<file path="config.mk">
export PLATFORM = sky130hd
export DESIGN_NAME = fp16_row_tag_accumulator
export DESIGN_NICKNAME = d
export VERILOG_FILES = /design/src/sv/frta_pkg.sv /design/src/sv/frta_fp16_adder.sv /design/src/sv/fp16_row_tag_accumulator.sv
export VERILOG_INCLUDE_DIRS = /design/src /design/src/sv
export SDC_FILE = /design/constraint.sdc
export NUM_CORES = 2
export LEC_CHECK = 0
export BUFFER_PORTS_ARGS = -buffer_cell sky130_fd_sc_hd__buf_2
export CORE_MARGIN = 4
export CORE_UTILIZATION = 65
export DETAILED_ROUTE_END_ITERATION = 8
export GPL_TIMING_DRIVEN = 1
export PLACE_DENSITY_LB_ADDON = 0.1
export SYNTH_ARGS = -nofsm -noshare
export SYNTH_HDL_FRONTEND = slang
export SYNTH_HIERARCHICAL = 1
export SYNTH_SLANG_ARGS = --single-unit
</file>
<file path="constraint.sdc">
create_clock -name clk_i -period 18.2 [get_ports clk_i]
set_clock_uncertainty 0.1 [all_clocks]
set_input_delay 3.64 -clock clk_i [delete_from_list [all_inputs] [get_ports clk_i]]
set_output_delay 3.64 -clock clk_i [all_outputs]
set_load 0.1 [all_outputs]
</file>
<file path="src/sv/fp16_row_tag_accumulator_defines.svh">
// Assertion macros for the row-tag accumulator
`ifndef FP16_ROW_TAG_ACCUMULATOR_DEFINES_SVH
`define FP16_ROW_TAG_ACCUMULATOR_DEFINES_SVH
`ifndef SYNTHESIS
`define FRTA_ASSERT(label, clk, rstn, prop, msg) \
  label: assert property (@(posedge clk) disable iff (!rstn) prop) else $error(msg);
`define FRTA_ASSERT_NR(label, clk, prop, msg) \
  label: assert property (@(posedge clk) prop) else $error(msg);
`else
`define FRTA_ASSERT(label, clk, rstn, prop, msg)
`define FRTA_ASSERT_NR(label, clk, prop, msg)
`endif
`endif

</file>
<file path="src/sv/frta_pkg.sv">
// ----------------------------------------------------------------------------
// frta_pkg
// Shared types and constants for the row-tag accumulator.
// ----------------------------------------------------------------------------
`timescale 1ns / 1ps
package frta_pkg;
  localparam logic [1:0] WHY_EVICT  = 2'd0;
  localparam logic [1:0] WHY_DRAIN  = 2'd1;
  localparam logic [1:0] WHY_REJECT = 2'd2;
  localparam int GROUP_BITS = 6;
  localparam int LIMIT_BITS = 17;
  localparam logic CFG_GROUP_ID  = 1'b0;
  localparam logic CFG_ROW_LIMIT = 1'b1;

  // Adder handshake: start pulse with operands, done with result
  typedef struct packed {
    logic        start;
    logic [15:0] a;
    logic [15:0] b;
  } add_req_t;

  typedef struct packed {
    logic        done;
    logic [15:0] sum;
  } add_rsp_t;
endpackage

</file>
<file path="src/sv/frta_fp16_adder.sv">
// ----------------------------------------------------------------------------
// frta_fp16_adder
// Multi-cycle binary16 adder, round to nearest even; one step per cycle.
// ----------------------------------------------------------------------------
`timescale 1ns / 1ps
`include "fp16_row_tag_accumulator_defines.svh"
module frta_fp16_adder import frta_pkg::*; (
  input  logic     clk_i,
  input  logic     rst_ni,
  input  add_req_t req_i,
  output add_rsp_t rsp_o
);
  localparam logic [2:0] S_IDLE = 3'd0;
  localparam logic [2:0] S_ALIGN = 3'd1;
  localparam logic [2:0] S_ADD = 3'd2;
  localparam logic [2:0] S_NORM = 3'd3;
  localparam logic [2:0] S_ROUND = 3'd4;

  logic [2:0] st_q, st_d;
  logic [15:0] a_q, b_q;
  logic [40:0] ma_q, mb_q, mag_q;
  logic        sign_q;
  logic [5:0]  p_q;
  logic [15:0] res_q;
  logic        spec_q;

  // Operand decode
  logic        sa, sb;
  logic [4:0]  ea, eb;
  logic [9:0]  fa, fb;
  assign sa = a_q[15]; assign sb = b_q[15];
  assign ea = a_q[14:10]; assign eb = b_q[14:10];
  assign fa = a_q[9:0]; assign fb = b_q[9:0];

  // Leading one search over the sum
  logic [5:0] lead;
  always_comb begin
    lead = 6'd0;
    for (int i = 0; i < 41; i++) if (mag_q[i]) lead = 6'(i);
  end

  // Rounding of the normalised mantissa
  logic [5:0]  shift;
  logic [40:0] mm, rem, half;
  logic [11:0] mr;
  logic [5:0]  ex;
  logic        up;
  always_comb begin
    shift = p_q - 6'd10;
    mm = mag_q >> shift;
    rem = mag_q & ((41'd1 << shift) - 41'd1);
    half = 41'd1 << (shift - 6'd1);
    up = (rem > half) || (rem == half && mm[0]);
    mr = mm[11:0] + {11'd0, up};
    ex = shift + 6'd1;
    if (mr == 12'd2048) begin
      mr = 12'd1024;
      ex = shift + 6'd2;
    end
  end

  always_comb begin
    st_d = st_q;
    case (st_q)
      S_IDLE:  if (req_i.start) st_d = S_ALIGN;
      S_ALIGN: st_d = spec_q ? S_IDLE : S_ADD;
      S_ADD:   st_d = S_NORM;
      S_NORM:  st_d = (mag_q < 41'd2048) ? S_IDLE : S_ROUND;
      S_ROUND: st_d = S_IDLE;
      default: st_d = S_IDLE;
    endcase
  end

  always_ff @(posedge clk_i or negedge rst_ni) begin
    if (!rst_ni) st_q <= S_IDLE;
    else st_q <= st_d;
  end

  // Datapath steps
  always_ff @(posedge clk_i) begin
    case (st_q)
      S_IDLE: begin
        a_q <= req_i.a;
        b_q <= req_i.b;
        spec_q <= (req_i.a[14:10] == 5'd31) || (req_i.b[14:10] == 5'd31);
      end
      S_ALIGN: begin
        if (ea == 5'd31 && fa != 10'd0) res_q <= a_q | 16'h0200;
        else if (eb == 5'd31 && fb != 10'd0) res_q <= b_q | 16'h0200;
        else if (ea == 5'd31 && eb == 5'd31) res_q <= (sa == sb) ? a_q : 16'h7E00;
        else if (ea == 5'd31) res_q <= a_q;
        else res_q <= b_q;
        ma_q <= {30'd0, (ea != 5'd0), fa} << ((ea != 5'd0) ? ea - 5'd1 : 5'd0);
        mb_q <= {30'd0, (eb != 5'd0), fb} << ((eb != 5'd0) ? eb - 5'd1 : 5'd0);
      end
      S_ADD: begin
        if (sa == sb) begin
          mag_q <= ma_q + mb_q; sign_q <= sa;
        end else if (ma_q >= mb_q) begin
          mag_q <= ma_q - mb_q; sign_q <= sa;
        end else begin
          mag_q <= mb_q - ma_q; sign_q <= sb;
        end
      end
      S_NORM: begin
        p_q <= lead;
        if (mag_q == 41'd0) res_q <= {sa & sb, 15'd0};
        else res_q <= {sign_q, mag_q[14:0]};
      end
      S_ROUND: begin
        if (ex >= 6'd31) res_q <= {sign_q, 15'h7C00};
        else res_q <= {sign_q, ex[4:0], mr[9:0]};
      end
      default: ;
    endcase
  end

  logic done_q;
  always_ff @(posedge clk_i or negedge rst_ni) begin
    if (!rst_ni) done_q <= 1'b0;
    else done_q <= (st_q != S_IDLE) && (st_d == S_IDLE);
  end
  assign rsp_o.done = done_q;
  assign rsp_o.sum = res_q;

  `FRTA_ASSERT(a_done_idle, clk_i, rst_ni, rsp_o.done |-> st_q == S_IDLE, "done while busy")
  `FRTA_ASSERT(a_no_start_busy, clk_i, rst_ni, st_q == S_ALIGN |-> $past(st_q) == S_IDLE, "bad entry")
  `FRTA_ASSERT(a_round_after_norm, clk_i, rst_ni, st_q == S_ROUND |-> $past(st_q) == S_NORM, "bad step")
endmodule

</file>
<file path="src/sv/fp16_row_tag_accumulator.sv">
// ----------------------------------------------------------------------------
// fp16_row_tag_accumulator
// Row-tagged binary16 partial sum table with eviction and drain.
// ----------------------------------------------------------------------------
// Channel | Dir | Payload
// s_axis  | in  | tdata {source_group,value,row}, tuser mode
// m_axis  | out | tdata {contributions,seq,group,value,row}, tuser why, tlast last
// cfg     | in  | we/index/data: 0 group_id, 1 row_limit
//
// A reject loads the result register at the accepting edge.
// A merge scans the tags up to the match in slot k, starts the adder in S_ADD
// and waits for it; the adder ends at align (special), norm (small sum) or round.
// A new row scans all tags, searches for the first free slot and inserts;
// when full, it searches all slots for the oldest entry, evicts it and inserts.
// A drain finds and emits the oldest entry until a search finds the table empty.
// Reset clears valid bits and counters; a waiting result stalls the sequencer
// and holds s_axis_tready low until it is taken.
`timescale 1ns / 1ps
`include "fp16_row_tag_accumulator_defines.svh"
module fp16_row_tag_accumulator import frta_pkg::*; #(
  parameter int ENTRIES  = 16,
  parameter int ROW_BITS = 16
) (
  input  logic        clk_i,
  input  logic        rst_ni,
  input  logic        s_axis_tvalid,
  output logic        s_axis_tready,
  input  logic [39:0] s_axis_tdata,  // row[15:0], value[31:16], source_group[37:32]
  input  logic        s_axis_tuser,  // mode
  output logic        m_axis_tvalid,
  input  logic        m_axis_tready,
  output logic [87:0] m_axis_tdata,  // row[15:0], value[31:16], group[37:32],
                                     // seq[69:38], contributions[85:70]
  output logic [1:0]  m_axis_tuser,  // why
  output logic        m_axis_tlast,  // last
  input  logic        cfg_we_i,
  input  logic        cfg_index_i,
  input  logic [16:0] cfg_data_i
);
  localparam int IW = (ENTRIES > 1) ? $clog2(ENTRIES) : 1;
  localparam int CW = $clog2(ENTRIES + 1);
  localparam logic [3:0] S_IDLE = 4'd0, S_SCAN = 4'd1, S_FREE = 4'd2,
    S_OLD = 4'd3, S_EVICT = 4'd4, S_INS = 4'd5, S_ADD = 4'd6,
    S_WAIT = 4'd7, S_OUT = 4'd8, S_DOLD = 4'd9, S_DEMIT = 4'd10;

  logic [3:0] st_q, st_d;
  logic [GROUP_BITS-1:0] grp_q;
  logic [LIMIT_BITS-1:0] lim_q;
  logic [ENTRIES-1:0] vld_q;
  logic [ROW_BITS-1:0] erow_q [ENTRIES];
  logic [15:0] esum_q [ENTRIES];
  logic [31:0] eage_q [ENTRIES];
  logic [15:0] ecnt_q [ENTRIES];
  logic [31:0] age_q, seq_q;
  logic [CW-1:0] idx_q;
  logic [IW-1:0] best_q;
  logic [31:0] bdist_q;
  logic bfound_q;
  logic [15:0] row_q, val_q;
  logic [87:0] od_q;
  logic [1:0] why_q;
  logic ol_q, ov_q;
  add_req_t areq;
  add_rsp_t arsp;

  logic [IW-1:0] ix;
  logic [31:0] age_gap;
  logic [ROW_BITS-1:0] rowt;
  logic [15:0] in_row;
  assign ix = idx_q[IW-1:0];
  assign age_gap = age_q - eage_q[ix];
  assign rowt = ROW_BITS'(row_q);
  // Keep only the row bits the table stores
  assign in_row = 16'(ROW_BITS'(s_axis_tdata[15:0]));

  assign s_axis_tready = (st_q == S_IDLE) && !ov_q;
  assign m_axis_tvalid = ov_q;
  assign m_axis_tdata = od_q;
  assign m_axis_tuser = why_q;
  assign m_axis_tlast = ol_q;
  assign areq.start = (st_q == S_ADD);
  assign areq.a = esum_q[best_q];
  assign areq.b = val_q;

  frta_fp16_adder u_add (.clk_i, .rst_ni, .req_i(areq), .rsp_o(arsp));

  logic last_idx;
  assign last_idx = (idx_q == CW'(ENTRIES - 1));

  always_ff @(posedge clk_i or negedge rst_ni) begin
    if (!rst_ni) begin
      st_q <= S_IDLE; grp_q <= '0; lim_q <= 17'h10000; vld_q <= '0;
      age_q <= '0; seq_q <= '0; ov_q <= 1'b0; idx_q <= '0;
      best_q <= '0; bdist_q <= '0; bfound_q <= 1'b0;
      od_q <= '0; why_q <= WHY_EVICT; ol_q <= 1'b0;
    end else begin
      if (cfg_we_i) begin
        if (cfg_index_i == CFG_GROUP_ID) grp_q <= cfg_data_i[5:0];
        else lim_q <= cfg_data_i;
      end
      if (ov_q && m_axis_tready) ov_q <= 1'b0;
      case (st_q)
        S_IDLE: if (s_axis_tvalid && s_axis_tready) begin
          idx_q <= '0; bfound_q <= 1'b0;
          if (s_axis_tuser) st_q <= S_DOLD;
          else if (s_axis_tdata[37:32] != grp_q || {1'b0, in_row} >= lim_q) begin
            seq_q <= seq_q + 32'd1;
            od_q <= {2'b00, 16'd0, seq_q + 32'd1, grp_q, s_axis_tdata[31:16], in_row};
            why_q <= WHY_REJECT;
            ol_q <= 1'b1; ov_q <= 1'b1;
          end else st_q <= S_SCAN;
        end
        S_SCAN: begin
          if (vld_q[ix] && erow_q[ix] == rowt) begin
            best_q <= ix; st_q <= S_ADD;
          end else if (last_idx) begin
            idx_q <= '0; st_q <= S_FREE;
          end else idx_q <= idx_q + 1'b1;
        end
        S_FREE: begin
          if (!vld_q[ix]) begin
            best_q <= ix; st_q <= S_INS;
          end else if (last_idx) begin
            idx_q <= '0; st_q <= S_OLD;
          end else idx_q <= idx_q + 1'b1;
        end
        S_OLD, S_DOLD: begin
          if (vld_q[ix] && (!bfound_q || age_gap > bdist_q)) begin
            best_q <= ix; bdist_q <= age_gap; bfound_q <= 1'b1;
          end
          if (last_idx) st_q <= (st_q == S_OLD) ? S_EVICT : S_DEMIT;
          else idx_q <= idx_q + 1'b1;
        end
        S_EVICT: if (!ov_q) begin
          seq_q <= seq_q + 32'd1;
          od_q <= {2'b00, ecnt_q[best_q], seq_q + 32'd1, grp_q, esum_q[best_q],
                   16'(erow_q[best_q])};
          why_q <= WHY_EVICT;
          ol_q <= 1'b1; ov_q <= 1'b1; st_q <= S_INS;
        end
        S_INS: begin
          age_q <= age_q + 32'd1; vld_q[best_q] <= 1'b1; st_q <= S_IDLE;
        end
        S_ADD: st_q <= S_WAIT;
        S_WAIT: if (arsp.done) st_q <= S_IDLE;
        S_DEMIT: begin
          if (!bfound_q) st_q <= S_IDLE;
          else if (!ov_q) begin
            seq_q <= seq_q + 32'd1;
            od_q <= {2'b00, ecnt_q[best_q], seq_q + 32'd1, grp_q, esum_q[best_q],
                     16'(erow_q[best_q])};
            why_q <= WHY_DRAIN;
            ol_q <= ($countones(vld_q) == 1);
            ov_q <= 1'b1; vld_q[best_q] <= 1'b0;
            idx_q <= '0; bfound_q <= 1'b0; st_q <= S_DOLD;
          end
        end
        default: st_q <= S_IDLE;
      endcase
    end
  end

  // Input capture and entry payload writes
  always_ff @(posedge clk_i) begin
    if (st_q == S_IDLE && s_axis_tvalid && s_axis_tready) begin
      row_q <= in_row; val_q <= s_axis_tdata[31:16];
    end
    if (st_q == S_INS) begin
      erow_q[best_q] <= rowt; esum_q[best_q] <= val_q;
      eage_q[best_q] <= age_q + 32'd1; ecnt_q[best_q] <= 16'd1;
    end
    if (st_q == S_WAIT && arsp.done) begin
      esum_q[best_q] <= arsp.sum;
      if (ecnt_q[best_q] != 16'hFFFF) ecnt_q[best_q] <= ecnt_q[best_q] + 16'd1;
    end
  end

  `FRTA_ASSERT(a_ready_idle, clk_i, rst_ni, s_axis_tready |-> st_q == S_IDLE, "ready while busy")
  `FRTA_ASSERT(a_out_hold, clk_i, rst_ni, m_axis_tvalid && !m_axis_tready |=> $stable({m_axis_tuser, m_axis_tlast, m_axis_tdata}), "payload moved")
  `FRTA_ASSERT(a_seq_step, clk_i, rst_ni, $rose(m_axis_tvalid) |-> m_axis_tdata[69:38] == seq_q, "seq mismatch")
endmodule

</file>
==> results.tsv <==
stage	metric	value	unit
outcome	status	completed	
routing	drt drc	0	
critical_path	worst r2r path cells	35	
timing	fmax	83.1	MHz
synthesis	main combinational cell family by area after synthesis	multiplexers	
clock_tree	htree depth	4	
grt	total track usage	34.0	%
placed_design	port buffer count	152	
pwr	combinational share of power	44.5	%
grt	wire length of the first global-routing pass	346000	microns
routing	Initial DRT Pass Iterations	6	
routing	mean number of vias per cell	6.80	
floorplan	Chip Width	370	microns
pwr	clock share of power	21.5	%
timing	fin. max-slew vios	0	
timing	Final period util	66.1	%
clock_tree	CTS tree	built	
synthesis	Syn Std Cell Area	85200	sq um
grt	largest net degree at the start of global routing	116	
floorplan	Die Y	370	microns
synthesis	post-synthesis async set-or-reset flop share	12.4	%
routing	Vias	55300	
timing	Slew @ Worst Pin	1.29	ns
critical_path	R2R setup slack	6.17	ns
final_layout	Layout fillers	8457	
routing	Final ANT Viol Nets	0	
hold_path	Hold Path Cell Cnt	0	
final_layout	Layout area overhead	9.61	%
pwr	Int Pwr	9.50	mW
final_layout	Finished Cell Area	93400	sq um
placed_design	Placed Area	87800	sq um
pwr	Switching Share	41.2	%
critical_path	worst-path maximum fanout	53	
pwr	NetSw	6.65	mW
clock_tree	worst skew pair latency	0.82	ns
placed_design	GP Congestion	0.945	
clock_tree	CTS clock-pin slew for the worst setup and hold paths	0.07	ns
clock_tree	postcts setup bufs	0	
synthesis	top-area cell type share of the netlist area	52.6	%
placed_design	post-detail-place hpwl	146000	microns
timing	final setup margin	6.17	ns
routing	DRT iter0 DRCs	6627	
critical_path	Arr. time, crit path	12.41	ns
floorplan	site row count	132	
synthesis	syn_area_per_cell	13.8	sq um
synthesis	synth top area cells	edfxtp_1, mux4_2, dfrtp_1	
synthesis	adder-cell share of the synthesized area	4.31	%
clock_tree	root buffer cell	clkbuf_16	
floorplan	die area	137000	sq um
floorplan	I/O pins	157	
clock_tree	Hold-fix buffers, CTS	0	
timing	final hold vios	0	
timing	slew margin rel.	14.1	%
synthesis	sequential area share after synthesis	58.8	%
synthesis	most frequent cell after synthesis	edfxtp_1	
critical_path	Crit path top cell by count	ha_1	
clock_tree	Clock Tree Buf Depth	3	
clock_tree	CTS resizes	0	
floorplan	core area	130000	sq um
floorplan	Initial Util	65.6	%
grt	vias in the first global route	54600	
placed_design	Setup WS pre-CTS	6.56	ns
routing	WL/cell	28.4	microns
synthesis	Mapped Cells	6156	
synthesis	Synth cell types	98	
synthesis	warnings from Yosys	6	
synthesis	post-synthesis compound-gate area fraction	8.81	%
critical_path	CP peak stage delay	1.01	ns
synthesis	Simple-Gate Fraction of Synth Area	7.66	%
critical_path	highest-delay cell along the critical path	xnor2_1	
job	max-cap violation count	0	
critical_path	crit end category	register	
critical_path	crit path kind	register to register	
final_layout	register area	50100	sq um
routing	final WL	231000	microns
clock_tree	Sink Count	1702	
final_layout	area occupied by multi-input gates	33100	sq um
synthesis	ys flop type	edfxtp_1	
timing	RSZ-0062 raised after global routing	no	
final_layout	# nets final	6599	
grt	Overflow after GRT	0	
synthesis	Post-synth EDFFs	1491	
clock_tree	CTS buffer count	168	
final_layout	layout cells sized above 1	17.8	%
synthesis	Yosys top cell by area	edfxtp_1	
pwr	Power Density	173	nW/um^2
timing	setup TNS	0	ns
synthesis	mux share of post-synthesis cell area	15.3	%
pwr	Flop pwr share	34.0	%
synthesis	flops & latches, synth	1702	
critical_path	data required time of the worst path	18.58	ns
synthesis	xor/xnor share of the synthesized area	2.39	%
synthesis	Synth top cells by count	edfxtp_1, nor2_1, nand2_1, mux4_2, a21oi_1	
critical_path	Setup crit start kind	register	
hold_path	Hold Crit Class	register to register	
timing	Setup violations, final	0	
timing	fin crit period	12.03	ns
pwr	Static Leak	34.0	nW
timing	Hold Slack	0.339	ns
grt	initial antenna violation count	3	
pwr	Worst VDD drop	0.177	mV
## power groups by stage
stage	clock network [mW]	logic [mW]	registers, mW
floorplan	0	4.86	5.65
global placement	0	6.99	5.52
detailed placement	0	7.07	5.54
CTS	3.51	7.12	5.46
global route	3.68	7.73	5.52
finish	3.47	7.20	5.49
## final cells by class
| class | instances | share of cell area (%) |
|---|---|---|
| Tap cell | 1742 | 2.33 |
| Clock buffer | 225 | 4.85 |
| Clock inverter | 86 | 1.11 |
| Multi-Input combinational cell | 3885 | 35.4 |
| Inverter | 240 | 0.965 |
| Antenna cell | 2 | 0.00536 |
| Timing Repair Buffer | 253 | 1.65 |
| Sequential cell | 1702 | 53.6 |
## path summary, 6_finish.rpt
kind                         startpoint             end
max                        u_add/p_q[1]  u_add/res_q[2]
min                           val_q[12]   u_add/b_q[12]
max reg2reg                u_add/p_q[1]  u_add/res_q[2]
min reg2reg                   val_q[12]   u_add/b_q[12]
max in group asynchronous        rst_ni       best_q[3]
min in group asynchronous        rst_ni        age_q[9]
## sequential cells by signal (all words and copies together), names as in the netlist, 17 cells and up, named ones only
register and flops:
eage_q 512, ecnt_q 256, erow_q 256, esum_q 256, m_axis_tdata 55, u_add/ma_q 41
u_add/mag_q 41, u_add/mb_q 41, age_q 32, bdist_q 32, seq_q 31, lim_q 17
## logic make-up (layout without fill, tap and decap cells)
kind of cell               after synthesis  in the layout
buffers and inverters                  570            804
adders and majority gates              285            285
other                                    1              4
muxes                                  789            789
xor gates and xnor gates               232            232
and+or+nand+nor                       1404           1404
AOI/OAI and AO/OA                     1173           1173
DFF                                   1702           1702
## worst max-delay path: cells and delay by family (launching register included)
| family | cells | cell delay (ns) |
|---|---|---|
| mux | 1 | 0.40 |
| compound gates | 11 | 3.19 |
| buf+inv | 3 | 1.32 |
| flops | 1 | 0.33 |
| fa+ha+maj | 4 | 1.33 |
| simple gates | 15 | 3.99 |
| xor+xnor | 1 | 1.01 |
## placed cells by master (no fill, tap or decap), drive strengths merged, types with 210 or more instances in the layout
cell,n
a21oi,379
o21ai,255
clkbuf,225
nor2,441
edfxtp,1491
nand2,400
inv,241
ha,271
mux2i,262
dfrtp,210
buf,253
mux4,398
## layer usage
metal	vias to the layer above	share of wire, %	global-route usage [%]
met4	0	4.7	14.6
met1	27800	38	46.5
li1	23900	-	-
met2	3033	48	55.0
met5	-	0	0
met3	588	8.8	5.51
## through the flow
step | power [mW] | utilization (%) | cells
after global routing | 16.9 | 71.9 | 8133
final | 16.2 | 71.9 | 8135
after detailed placement | 12.6 | 67.6 | 7822
after global placement | 12.5 | 67.6 | 7822
after floorplan | 10.5 | - | 6157
after CTS | 16.1 | 71.9 | 8133
Power figures use the tool's default switching activity.
